**config.mk**
```make
export PLATFORM = sky130hd
export DESIGN_NAME = lcd_stopwatch_writer_flat
export DESIGN_NICKNAME = d
export VERILOG_FILES = /design/src/rtl/lcd_sw_pkg.sv /design/src/rtl/lcd_sw_in_if.sv /design/src/rtl/lcd_sw_out_if.sv /design/src/rtl/lcd_sw_cfg_if.sv /design/src/rtl/lcd_sw_timer.sv /design/src/rtl/lcd_stopwatch_writer.sv /design/src/flat_wrapper.sv
export SDC_FILE = /design/constraint.sdc
export NUM_CORES = 1
export LEC_CHECK = 0
export BUFFER_PORTS_ARGS = -buffer_cell sky130_fd_sc_hd__buf_2
export CAP_MARGIN = 20
export CORE_MARGIN = 5
export CORE_UTILIZATION = 38
export DETAILED_ROUTE_END_ITERATION = 10
export PLACE_DENSITY = 0.57
export SYNTH_ARGS = -nofsm -noshare
export SYNTH_HDL_FRONTEND = slang
export SYNTH_SLANG_ARGS = --single-unit
```
**constraint.sdc**
```tcl
create_clock -name clk -period 6.3 [get_ports clk]
set_input_delay 1.89 -clock clk [delete_from_list [all_inputs] [get_ports clk]]
set_output_delay 1.89 -clock clk [all_outputs]
set_load 0.02 [all_outputs]
```
**src/rtl/lcd_sw_pkg.sv**
```systemverilog
`default_nettype none
// ----------------------------------------------------------------------------
// Stopwatch LCD writer package
// Shared types, codes, constants and the cursor-set and digit character helpers.
// ----------------------------------------------------------------------------
package lcd_sw_pkg;

  localparam int unsigned ROW_BASE_W = 7;
  localparam int unsigned CFG_INDEX_W = 8;
  localparam int unsigned NUM_ROWS = 4;
  localparam int unsigned REFRESH_CHARS = 7;

  localparam logic [ROW_BASE_W-1:0] ROW_ZERO_BASE_RST = 7'd0;
  localparam logic [ROW_BASE_W-1:0] ROW_ONE_BASE_RST = 7'd64;
  localparam logic [ROW_BASE_W-1:0] ROW_TWO_BASE_RST = 7'd16;
  localparam logic [ROW_BASE_W-1:0] ROW_THREE_BASE_RST = 7'd80;

  localparam logic [7:0] SET_ADDR_CMD = 8'h80;
  localparam logic [7:0] CLEAR_CMD = 8'h01;
  localparam logic [7:0] DIGIT_ZERO = 8'h30;
  localparam logic [7:0] COLON_CHAR = 8'h3A;
  localparam logic [7:0] POINT_CHAR = 8'h2E;
  localparam logic [3:0] LAST_COL = 4'd15;

  // Where the refresh writes the time
  localparam logic [1:0] TIME_ROW = 2'd3;
  localparam logic [3:0] TIME_COL = 4'd9;

  // Beat index of the final write of each kind of job, and of the refresh wrap
  localparam logic [3:0] REFRESH_LAST_IDX = 4'd15;
  localparam logic [3:0] REFRESH_WRAP_IDX = 4'd14;
  localparam logic [3:0] PUT_CHAR_LAST_IDX = 4'd1;
  localparam logic [3:0] SINGLE_LAST_IDX = 4'd0;

  // Register indexes on the configuration port
  localparam logic [CFG_INDEX_W-1:0] CFG_ROW_ZERO_BASE = 8'd0;
  localparam logic [CFG_INDEX_W-1:0] CFG_ROW_THREE_BASE = 8'd3;

  typedef enum logic [2:0] {
    OP_TICK     = 3'd0,
    OP_HALT     = 3'd1,
    OP_RESUME   = 3'd2,
    OP_ZERO     = 3'd3,
    OP_REFRESH  = 3'd4,
    OP_PUT_CHAR = 3'd5,
    OP_GOTO     = 3'd6,
    OP_CLEAR    = 3'd7
  } opcode_t;

  typedef struct packed {
    logic tick;
    logic halt;
    logic resume;
    logic zero;
  } timer_ctrl_t;

  // Minute tens can reach ten, since the count runs to 109 minutes
  typedef struct packed {
    logic [3:0] min_tens;
    logic [3:0] min_units;
    logic [2:0] sec_tens;
    logic [3:0] sec_units;
    logic [3:0] tenths;
  } time_digits_t;

  function automatic logic [7:0] set_cmd(input logic [ROW_BASE_W-1:0] base,
                                         input logic [3:0] col);
    logic [7:0] addr;
    addr = 8'({1'b0, base}) + 8'({4'b0, col});
    return 8'(SET_ADDR_CMD + addr);
  endfunction

  function automatic logic [7:0] digit_char(input logic [3:0] digit);
    return 8'(DIGIT_ZERO + 8'({4'b0, digit}));
  endfunction

endpackage
`default_nettype wire

```
**src/rtl/lcd_sw_in_if.sv**
```systemverilog
`default_nettype none
// ----------------------------------------------------------------------------
// Command channel
// Valid/ready channel carrying one stopwatch or LCD command per beat.
// ----------------------------------------------------------------------------
interface lcd_sw_in_if
  import lcd_sw_pkg::*;
();
  logic       valid;
  logic       ready;
  logic [2:0] opcode;
  logic [7:0] char_code;
  logic [2:0] target_row;
  logic [3:0] target_col;

  modport source (output valid, opcode, char_code, target_row, target_col,
                  input ready);
  modport sink (input valid, opcode, char_code, target_row, target_col,
                output ready);
endinterface
`default_nettype wire

```
**src/rtl/lcd_sw_out_if.sv**
```systemverilog
`default_nettype none
// ----------------------------------------------------------------------------
// LCD write channel
// Valid/ready channel carrying one controller write per beat.
// ----------------------------------------------------------------------------
interface lcd_sw_out_if
  import lcd_sw_pkg::*;
();
  logic       valid;
  logic       ready;
  logic       reg_select;
  logic [7:0] bus_byte;
  logic       last_write;

  modport source (output valid, reg_select, bus_byte, last_write,
                  input ready);
  modport sink (input valid, reg_select, bus_byte, last_write,
                output ready);
endinterface
`default_nettype wire

```
**src/rtl/lcd_sw_cfg_if.sv**
```systemverilog
`default_nettype none
// ----------------------------------------------------------------------------
// Configuration write channel
// Valid/ready channel carrying a register index and write data.
// ----------------------------------------------------------------------------
interface lcd_sw_cfg_if
  import lcd_sw_pkg::*;
();
  logic                   valid;
  logic                   ready;
  logic [CFG_INDEX_W-1:0] index;
  logic [ROW_BASE_W-1:0]  data;

  modport source (output valid, index, data, input ready);
  modport sink (input valid, index, data, output ready);
endinterface
`default_nettype wire

```
**src/rtl/lcd_sw_timer.sv**
```systemverilog
`default_nettype none
// ----------------------------------------------------------------------------
// Stopwatch timer
// Tenths counter driven by overflow ticks, kept alongside decimal digits.
// ----------------------------------------------------------------------------
module lcd_sw_timer
  import lcd_sw_pkg::*;
(
  input  wire logic        clk,
  input  wire logic        rst,
  input  wire timer_ctrl_t ctrl,
  output logic             half_flag,
  output time_digits_t     digits
);

  logic        halted;
  logic [15:0] tenths_count;

  // The digits follow the binary count, so a refresh needs no division.
  always_ff @(posedge clk) begin
    if (rst) begin
      halted       <= 1'b0;
      half_flag    <= 1'b0;
      tenths_count <= '0;
      digits       <= '0;
    end else begin
      if (ctrl.halt) begin
        halted <= 1'b1;
      end
      if (ctrl.resume) begin
        halted <= 1'b0;
      end
      if (ctrl.zero) begin
        tenths_count <= '0;
        digits       <= '0;
      end
      if (ctrl.tick && !halted) begin
        half_flag <= !half_flag;
        if (half_flag) begin
          if (tenths_count == 16'hFFFF) begin
            tenths_count <= '0;
            digits       <= '0;
          end else begin
            tenths_count <= 16'(tenths_count + 16'd1);
            if (digits.tenths != 4'd9) begin
              digits.tenths <= 4'(digits.tenths + 4'd1);
            end else begin
              digits.tenths <= '0;
              if (digits.sec_units != 4'd9) begin
                digits.sec_units <= 4'(digits.sec_units + 4'd1);
              end else begin
                digits.sec_units <= '0;
                if (digits.sec_tens != 3'd5) begin
                  digits.sec_tens <= 3'(digits.sec_tens + 3'd1);
                end else begin
                  digits.sec_tens <= '0;
                  if (digits.min_units != 4'd9) begin
                    digits.min_units <= 4'(digits.min_units + 4'd1);
                  end else begin
                    digits.min_units <= '0;
                    digits.min_tens  <= 4'(digits.min_tens + 4'd1);
                  end
                end
              end
            end
          end
        end
      end
    end
  end

endmodule
`default_nettype wire

```
**src/rtl/lcd_stopwatch_writer.sv**
```systemverilog
`default_nettype none
// ----------------------------------------------------------------------------
// Stopwatch LCD writer
// Stopwatch with a write sequencer for a character LCD controller.
// ----------------------------------------------------------------------------
// Writes pass the job register, then the output register. Throughput: one LCD
// write per cycle while the LCD is ready. A command of n writes (refresh 16,
// put char 2, goto and clear 1) holds the command channel until its last write
// moves on; commands that write nothing are taken one per cycle while no job
// is held. Reset: synchronous; the counter, flags and cursor clear and the row
// bases return to 0, 64, 16 and 80.
module lcd_stopwatch_writer
  import lcd_sw_pkg::*;
(
  input wire logic     clk,
  input wire logic     rst,
  lcd_sw_cfg_if.sink   cfg,
  lcd_sw_in_if.sink    cmd,
  lcd_sw_out_if.source lcd
);

  logic [ROW_BASE_W-1:0] row_base [NUM_ROWS];
  logic [1:0]            cursor_row;
  logic [3:0]            cursor_col;

  // Job register: the command being turned into LCD writes
  logic       job_valid;
  opcode_t    job_op;
  logic [3:0] job_idx;
  logic [7:0] job_char;
  logic [1:0] job_row;
  logic [3:0] job_col;
  logic [7:0] job_chars [REFRESH_CHARS];

  // Output register
  logic       out_valid;
  logic       out_rs;
  logic [7:0] out_byte;
  logic       out_last;

  timer_ctrl_t  timer_ctrl;
  logic         half_flag;
  time_digits_t digits;

  opcode_t    in_op;
  logic       cmd_beat;
  logic       cmd_emits;
  logic       out_advance;
  logic [3:0] job_last_idx;
  logic       job_done;

  logic       beat_data;
  logic       beat_clear;
  logic [7:0] beat_char;
  logic [1:0] set_row;
  logic [3:0] set_col;
  logic [7:0] beat_byte;

  lcd_sw_timer u_timer (
    .clk       (clk),
    .rst       (rst),
    .ctrl      (timer_ctrl),
    .half_flag (half_flag),
    .digits    (digits)
  );

  assign in_op = opcode_t'(cmd.opcode);
  assign cmd_beat = cmd.valid && cmd.ready;

  always_comb begin
    timer_ctrl.tick   = cmd_beat && (in_op == OP_TICK);
    timer_ctrl.halt   = cmd_beat && (in_op == OP_HALT);
    timer_ctrl.resume = cmd_beat && (in_op == OP_RESUME);
    timer_ctrl.zero   = cmd_beat && (in_op == OP_ZERO);
  end

  always_comb begin
    case (in_op)
      OP_REFRESH:  cmd_emits = half_flag;
      OP_PUT_CHAR: cmd_emits = 1'b1;
      OP_GOTO:     cmd_emits = !cmd.target_row[2];
      OP_CLEAR:    cmd_emits = 1'b1;
      default:     cmd_emits = 1'b0;
    endcase
  end

  always_comb begin
    case (job_op)
      OP_REFRESH:  job_last_idx = REFRESH_LAST_IDX;
      OP_PUT_CHAR: job_last_idx = PUT_CHAR_LAST_IDX;
      default:     job_last_idx = SINGLE_LAST_IDX;
    endcase
  end

  assign out_advance = !out_valid || lcd.ready;
  assign job_done = job_valid && out_advance && (job_idx == job_last_idx);
  assign cmd.ready = !job_valid || job_done;
  assign cfg.ready = 1'b1;

  // A refresh alternates characters with cursor moves along row 3; the
  // seventh character sits in column 15, so the cursor wraps to row 0.
  always_comb begin
    beat_data  = 1'b0;
    beat_clear = 1'b0;
    beat_char  = job_char;
    set_row    = job_row;
    set_col    = job_col;
    case (job_op)
      OP_REFRESH: begin
        if (job_idx == REFRESH_LAST_IDX) begin
          set_row = job_row;
          set_col = job_col;
        end else if (job_idx[0]) begin
          beat_data = 1'b1;
          beat_char = job_chars[job_idx[3:1]];
        end else if (job_idx == REFRESH_WRAP_IDX) begin
          set_row = 2'd0;
          set_col = 4'd0;
        end else begin
          set_row = TIME_ROW;
          set_col = 4'(TIME_COL + {1'b0, job_idx[3:1]});
        end
      end
      OP_PUT_CHAR: begin
        beat_data = (job_idx == SINGLE_LAST_IDX);
      end
      OP_GOTO: begin
        beat_data = 1'b0;
      end
      default: begin
        beat_clear = 1'b1;
      end
    endcase
  end

  always_comb begin
    if (beat_data) begin
      beat_byte = beat_char;
    end else if (beat_clear) begin
      beat_byte = CLEAR_CMD;
    end else begin
      beat_byte = set_cmd(row_base[set_row], set_col);
    end
  end

  always_ff @(posedge clk) begin
    if (rst) begin
      row_base[0] <= ROW_ZERO_BASE_RST;
      row_base[1] <= ROW_ONE_BASE_RST;
      row_base[2] <= ROW_TWO_BASE_RST;
      row_base[3] <= ROW_THREE_BASE_RST;
      cursor_row  <= '0;
      cursor_col  <= '0;
      job_valid   <= 1'b0;
      out_valid   <= 1'b0;
    end else begin
      if (cfg.valid && cfg.ready && cfg.index <= CFG_ROW_THREE_BASE) begin
        row_base[cfg.index[1:0]] <= cfg.data;
      end

      if (out_advance) begin
        out_valid <= job_valid;
        if (job_valid) begin
          out_rs   <= beat_data;
          out_byte <= beat_byte;
          out_last <= (job_idx == job_last_idx);
        end
      end

      if (job_done) begin
        job_valid <= 1'b0;
      end else if (job_valid && out_advance) begin
        job_idx <= 4'(job_idx + 4'd1);
      end

      if (cmd_beat && cmd_emits) begin
        job_valid <= 1'b1;
        job_op    <= in_op;
        job_idx   <= '0;
        job_char  <= cmd.char_code;
        case (in_op)
          OP_PUT_CHAR: begin
            // The stored position is where the cursor lands after the byte
            if (cursor_col >= LAST_COL) begin
              job_row    <= 2'(cursor_row + 2'd1);
              job_col    <= '0;
              cursor_row <= 2'(cursor_row + 2'd1);
              cursor_col <= '0;
            end else begin
              job_row    <= cursor_row;
              job_col    <= 4'(cursor_col + 4'd1);
              cursor_col <= 4'(cursor_col + 4'd1);
            end
          end
          OP_GOTO: begin
            job_row    <= cmd.target_row[1:0];
            job_col    <= cmd.target_col;
            cursor_row <= cmd.target_row[1:0];
            cursor_col <= cmd.target_col;
          end
          default: begin
            job_row <= cursor_row;
            job_col <= cursor_col;
          end
        endcase
        job_chars[0] <= digit_char(digits.min_tens);
        job_chars[1] <= digit_char(digits.min_units);
        job_chars[2] <= COLON_CHAR;
        job_chars[3] <= digit_char({1'b0, digits.sec_tens});
        job_chars[4] <= digit_char(digits.sec_units);
        job_chars[5] <= POINT_CHAR;
        job_chars[6] <= digit_char(digits.tenths);
      end
    end
  end

  assign lcd.valid      = out_valid;
  assign lcd.reg_select = out_rs;
  assign lcd.bus_byte   = out_byte;
  assign lcd.last_write = out_last;

endmodule
`default_nettype wire

```
**src/flat_wrapper.sv**
```systemverilog
// flat-port wrapper written by rule: the top's interface ports become plain ports
module lcd_stopwatch_writer_flat import lcd_sw_pkg::*;
  (clk, rst, cfg_valid, cfg_index, cfg_data, cfg_ready, cmd_valid, cmd_opcode, cmd_char_code, cmd_target_row, cmd_target_col, cmd_ready, lcd_valid, lcd_reg_select, lcd_bus_byte, lcd_last_write, lcd_ready);
  lcd_sw_cfg_if cfg_i ();
  lcd_sw_in_if cmd_i ();
  lcd_sw_out_if lcd_i ();
  input wire logic clk;
  input wire logic rst;
  input wire logic [$bits(cfg_i.valid)-1:0] cfg_valid;
  input wire logic [$bits(cfg_i.index)-1:0] cfg_index;
  input wire logic [$bits(cfg_i.data)-1:0] cfg_data;
  output wire logic [$bits(cfg_i.ready)-1:0] cfg_ready;
  input wire logic [$bits(cmd_i.valid)-1:0] cmd_valid;
  input wire logic [$bits(cmd_i.opcode)-1:0] cmd_opcode;
  input wire logic [$bits(cmd_i.char_code)-1:0] cmd_char_code;
  input wire logic [$bits(cmd_i.target_row)-1:0] cmd_target_row;
  input wire logic [$bits(cmd_i.target_col)-1:0] cmd_target_col;
  output wire logic [$bits(cmd_i.ready)-1:0] cmd_ready;
  output wire logic [$bits(lcd_i.valid)-1:0] lcd_valid;
  output wire logic [$bits(lcd_i.reg_select)-1:0] lcd_reg_select;
  output wire logic [$bits(lcd_i.bus_byte)-1:0] lcd_bus_byte;
  output wire logic [$bits(lcd_i.last_write)-1:0] lcd_last_write;
  input wire logic [$bits(lcd_i.ready)-1:0] lcd_ready;
  assign cfg_i.valid = cfg_valid;
  assign cfg_i.index = cfg_index;
  assign cfg_i.data = cfg_data;
  assign cfg_ready = cfg_i.ready;
  assign cmd_i.valid = cmd_valid;
  assign cmd_i.opcode = cmd_opcode;
  assign cmd_i.char_code = cmd_char_code;
  assign cmd_i.target_row = cmd_target_row;
  assign cmd_i.target_col = cmd_target_col;
  assign cmd_ready = cmd_i.ready;
  assign lcd_valid = lcd_i.valid;
  assign lcd_reg_select = lcd_i.reg_select;
  assign lcd_bus_byte = lcd_i.bus_byte;
  assign lcd_last_write = lcd_i.last_write;
  assign lcd_i.ready = lcd_ready;
  lcd_stopwatch_writer u_core (.clk(clk), .rst(rst), .cfg(cfg_i), .cmd(cmd_i), .lcd(lcd_i));
endmodule
```
# Yosys cells after proc, flatten, opt, wreduce, memory -nomap -nowiden
# Memories as Yosys holds them, arrays and structs flattened. A register that Yosys moved wholly into a read port is not among the register bits.
# Index checks and enable logic that the tools add are counted.
# word_totals
reg_bits	76
mem_bits_rw	77
in_bits	38
out_inout_bits	13
word_cells	144
mem_count	2
# memory_table
name	depth	width	rd	rd_ports_with_merged_regs	wr	line_no	rtl
u_core.job_chars	7	7	1	1	7	lcd_stopwatch_writer.sv:33	logic [7:0] job_chars [REFRESH_CHARS];
u_core.row_base	4	7	1	0	4	lcd_stopwatch_writer.sv:22	logic [ROW_BASE_W-1:0] row_base [NUM_ROWS];
# classes
addsub	17
n_lt_le_gt_ge	2
n_eq_ne	19
n_mux	55
bitwise_logic	1
n_reduce_logical	28
# ops
operator	count
$mux W19	4
$mux W16	4
$mux W8	6
$mux W4	11
$add A6 B4 Y7 const A	4
$add A4 B1 Y4 const B	6
$eq A3 B3 Y1 const B	7
$add A16 B1 Y16 const B	1
$eq A16 B16 Y1 const B	1
$pmux W4 S2	2
$mux W15	1
$mux W1	13
$mux W2	6
$ne A4 B4 Y1 const B	3
$mux W11	1
$logic_and A1 B1 Y1	10
$mux W3	3
$add A7 B4 Y8	1
$add A8 B8 Y8 const A	1
$eq A4 B4 Y1 const B	2
$le A8 B2 Y1 const B	1
$add A6 B3 Y7 const A	1
$mux W7	1
$reduce_or A7 Y1	1
other kinds (22)	31

# Depth between registers and ports, before layout
# logic_depth
ltp_word	15
ltp_mapped	17
ltp_nobuf	16

# Hierarchy
# A second synthesis with hierarchy kept.
# unflattened
hier_cells	609
area_unflattened_um2	6379.9
# by_module_without_submodules
mod	instances	cells_each	area_per_inst_um2	seq_area_each_um2
lcd_stopwatch_writer	1	369	4399.2	2562.5
lcd_sw_timer	1	240	1980.6	740.7

# Worst setup path before layout
# No wires, ideal clock.
# synth_timing
kind	in2reg
start	input cmd_opcode[1]
end	register u_core.job_char[0], enable pin
setup_time_ps	431
arrival_ps	4175
t_required_ps	5869
setup_slack_ps	1694
stages	6
n_path_buf	1
path_cell_list	clkbuf_1 -> nor2_1 -> a21oi_1 -> o211a_1 -> nand2_1 -> nor2_1
# synth_via
elab_chain_cells	5
word_cells_on_any_way	8
classes_between	eq/ne (4); mux (1); reduce/logical (3)
# synth_lines
item	line_no	rtl
from (decl)	flat_wrapper.sv:14	input wire logic [$bits(cmd_i.opcode)-1:0] cmd_opcode;
$eq A3 B3 Y1	lcd_stopwatch_writer.sv:78	case (in_op)
$reduce_or A2 Y1 (no source line)	-	
$pmux W1 S3 (*)	lcd_stopwatch_writer.sv:78	
$logic_and A1 B1 Y1 (*)	lcd_stopwatch_writer.sv:176	if (cmd_beat && cmd_emits) begin
$reduce_and A2 Y1 (no source line) (*)	-	
to (signal assigned)	lcd_stopwatch_writer.sv:180	job_char <= cmd.char_code;
to (decl)	lcd_stopwatch_writer.sv:30	logic [7:0] job_char;
# Every way passes the cells marked *; elsewhere a longest branch is shown, timed or not.
# A chain may end at the register's enable or synchronous reset.

# Worst setup path after layout
# layout_timing
start	input lcd_ready
end	output cmd_ready
# layout_via
elab_chain_cells	4
# layout_lines
item	line_no	rtl
from (decl)	flat_wrapper.sv:23	input wire logic [$bits(lcd_i.ready)-1:0] lcd_ready;
$logic_or A1 B1 Y1	lcd_stopwatch_writer.sv:95	assign out_advance = !out_valid || lcd.ready;
$logic_and A1 B1 Y1 (2 in series)	lcd_stopwatch_writer.sv:96	assign job_done = job_valid && out_advance && (job_idx == job_last_idx);
$logic_or A1 B1 Y1	lcd_stopwatch_writer.sv:97	assign cmd.ready = !job_valid || job_done;
to (decl)	flat_wrapper.sv:18	output wire logic [$bits(cmd_i.ready)-1:0] cmd_ready;
# No other way between the ends.

==> flow_summary.json <==
{
  "post_cts_buffers": 0,
  "end_kind": "primary output",
  "nFillCells": 1575,
  "io_pins": 51,
  "synth_seq_cells": 126,
  "drtAntennaViolNets": 0,
  "hold_buffers": 0,
  "start_util_pct": 38.7,
  "grt_max_degree": 39,
  "synth.distinct_cells": 70,
  "wl_per_cell_um": 16.4,
  "p_clk_share_pct": 46.4,
  "criticalPathCategory": "primary input to primary output",
  "groute.usage.overall_pct": 15.4,
  "cp_data_arrival_time_ns": 3.10,
  "rsz0062_at_grt": "no",
  "dr.pass1.iters": 6,
  "vias_per_cell": 5.54,
  "irDropWorstVdd_mv": 0.193,
  "syn-num-nets": 675,
  "syn_area_per_cell_um2": 10.4,
  "fmax_ghz": 0.200,
  "gp_congestion": 0.851,
  "cts.clk_slew.worst_paths_ns": 0.05,
  "diodes": 0,
  "cts_max_path_buffers": 2,
  "ys_warn_count": 0,
  "final_common_cell": "edfxtp_1",
  "slew_violations": 0,
  "vias": 5015,
  "grt_pass1_wl_mm": 24.2,
  "clkLatencyLatePin_ns": 0.42,
  "ctsHtreeMaxLevel": 4,
  "finalWirelength_mm": 14.9,
  "die_h_um": 140,
  "slew_headroom_pct": 33.1,
  "place_hpwl_mm": 10.5,
  "clkSinkCount": 126,
  "ctsRootBufferMaster": "clkbuf_16",
  "antenna_found_initial": 0,
  "power_switching_mw": 0.438,
  "hold_slack_ns": 0.463,
  "mostFrequentLayoutCells": "edfxtp_1, buf_2, dfxtp_1",
  "fin_crit_sh_pct": 79.3,
  "synth_top_area_share_pct": 36.5,
  "drtIter0Drc": 368,
  "nNetsFinal": 729,
  "syn_inst": 619,
  "power_density_mw_per_mm2": 263,
  "p_int_mw": 1.52,
  "worst_pin_slew_ns": 1.00,
  "switching_share_pct": 22.3,
  "postLayoutCoreUtil_pct": 44.9,
  "post-route-min-period_ns": 4.99,
  "drv_cap": 0,
  "setup-tns-final_ns": 0,
  "die_w_um": 140,
  "synth_edf_count": 78,
  "drc": 0,
  "synth_area_leaders": "edfxtp_1, dfxtp_1, ha_1",
  "setup_violations": 0,
  "drive_gt1_share_pct": 15.0,
  "cp-start-kind": "primary input",
  "hold_viol_final": 0,
  "finClkSkew_ns": 0.0102,
  "crit_path_max_fanout": 9,
  "status": "completed",
  "postSynth.asyncResetShare_pct": 0,
  "combPwrFrac_pct": 6.7,
  "dieArea_mm2": 0.0196,
  "p_leak_nw": 2.90,
  "synthFlopType": "edfxtp_1",
  "portBuffers": 49,
  "yosysSeqAreaShare_pct": 51.5,
  "cts-buffers-inserted": 17,
  "reg2reg_slack_ns": 1.92,
  "grt_overflow": 0,
  "rows": 47,
  "synth_top_cell_by_area": "edfxtp_1",
  "place_area_mm2": 0.00689,
  "cp.required_ns": 4.41,
  "area_delta_synth_final_pct": 16.2,
  "min-delay-path-class": "flop to flop",
  "grt_pass1_vias": 4723,
  "seqPwrFrac_pct": 46.9,
  "cts.repair.resized": 0,
  "design_area_mm2": 0.00745,
  "core_mm2": 0.0166,
  "tritoncts": "built",
  "synth_area_mm2": 0.00641
}
-- cell type report --
type	instances	area, um2	area share, %
Sequential cell	126	3300	44.3
Multi-Input combinational cell	449	2940	39.4
Clock buffer	21	440	5.91
Timing Repair Buffer	58	314	4.22
Tap cell	220	275	3.69
Clock inverter	11	100	1.34
Inverter	21	78.8	1.06
-- stage by stage --
step / power, mW / worst slack [ns] / std cells
floorplan: 1.02 / 1.69 / 619
global placement: 1.06 / 1.39 / 872
detailed placement: 1.07 / 1.31 / 872
CTS: 1.97 / 1.30 / 904
global route: 2.03 / 1.17 / 906
finish: 1.96 / 1.31 / 906
-- sequential cells by signal, indices dropped and copies added, names as in the netlist, 2 cells and up, named ones only --
name                         count
u_core.cursor_row                2
u_core.cursor_col                4
u_core.lcd.bus_byte              8
u_core.u_timer.tenths_count     16
u_core.u_timer.digits           19
u_core.row_base                 28
u_core.job_row                   2
u_core.job_char                  8
u_core.job_chars                19
u_core.job_op                    3
u_core.job_col                   4
u_core.job_idx                   4
-- power groups by stage --
stage	logic (mW)	clock network, mW	registers (mW)
detailed placement	0.131	0	0.936
finish	0.132	0.911	0.920
global placement	0.129	0	0.935
global route	0.148	0.965	0.922
floorplan	0.0915	0	0.929
CTS	0.132	0.921	0.920
-- logic make-up (layout without fill, tap and decap cells) --
| family | after synthesis | count (layout) | share of synthesized area (%) |
|---|---|---|---|
| and+or+nand+nor | 256 | 256 | 21.8 |
| AOI/OAI and AO/OA | 147 | 147 | 16.0 |
| DFF | 126 | 126 | 51.5 |
| buffers and inverters | 44 | 111 | 2.85 |
| adders and majority gates | 18 | 18 | 3.63 |
| muxes | 16 | 16 | 2.65 |
| xor gates and xnor gates | 11 | 11 | 1.50 |
| other | 1 | 1 | 0.0585 |
-- Yosys cell counts, types with 5 or more instances --
library cell,instances
dfxtp_1,48
or3_1,7
o21ai_0,17
ha_1,17
a211o_1,11
a22o_1,6
and3_1,17
clkbuf_1,15
buf_2,5
o22ai_1,7
nand4_1,7
nor2_1,41
or2_2,6
a21o_1,7
nand2_1,44
nor3_1,29
nor4_1,8
mux2_2,8
o211ai_1,9
mux2i_1,8
edfxtp_1,78
inv_1,20
a211oi_1,10
o21a_1,6
nand2b_1,7
nor2b_1,6
a21oi_1,35
nand3_1,28
and2_1,25
nand3b_1,6
xnor2_1,10
-- path summary, 6_finish.rpt --
path,startpoint,endpoint,depth (start not counted)
setup reg to reg,u_core.job_idx[0],u_core.lcd.bus_byte[6],15
hold reg to reg,u_core.u_timer.digits[13],u_core.job_chars[1][2],0
hold / removal,u_core.u_timer.digits[13],u_core.job_chars[1][2],0
setup / recovery,lcd_ready,cmd_ready,5
-- critical path, cell delays in order --
cell      delay (ns)
buf_2           0.11
nor2b_4         0.17
o21a_1          0.34
clkinv_1        0.33
buf_2           0.26
-- metal layers --
layer  vias up  routed length (um)  share of wire (%)  global-route usage (%)
li1       2455                   -                  -                       -
met1      2422                6830                 46                    20.2
met2       120                7060                 47                    24.6
met3        18                 713                4.8                    4.19
met4         0                 263                1.8                    5.25
met5         -                   0                  0                       0
Note: power is estimated with default switching activity, not from simulation.
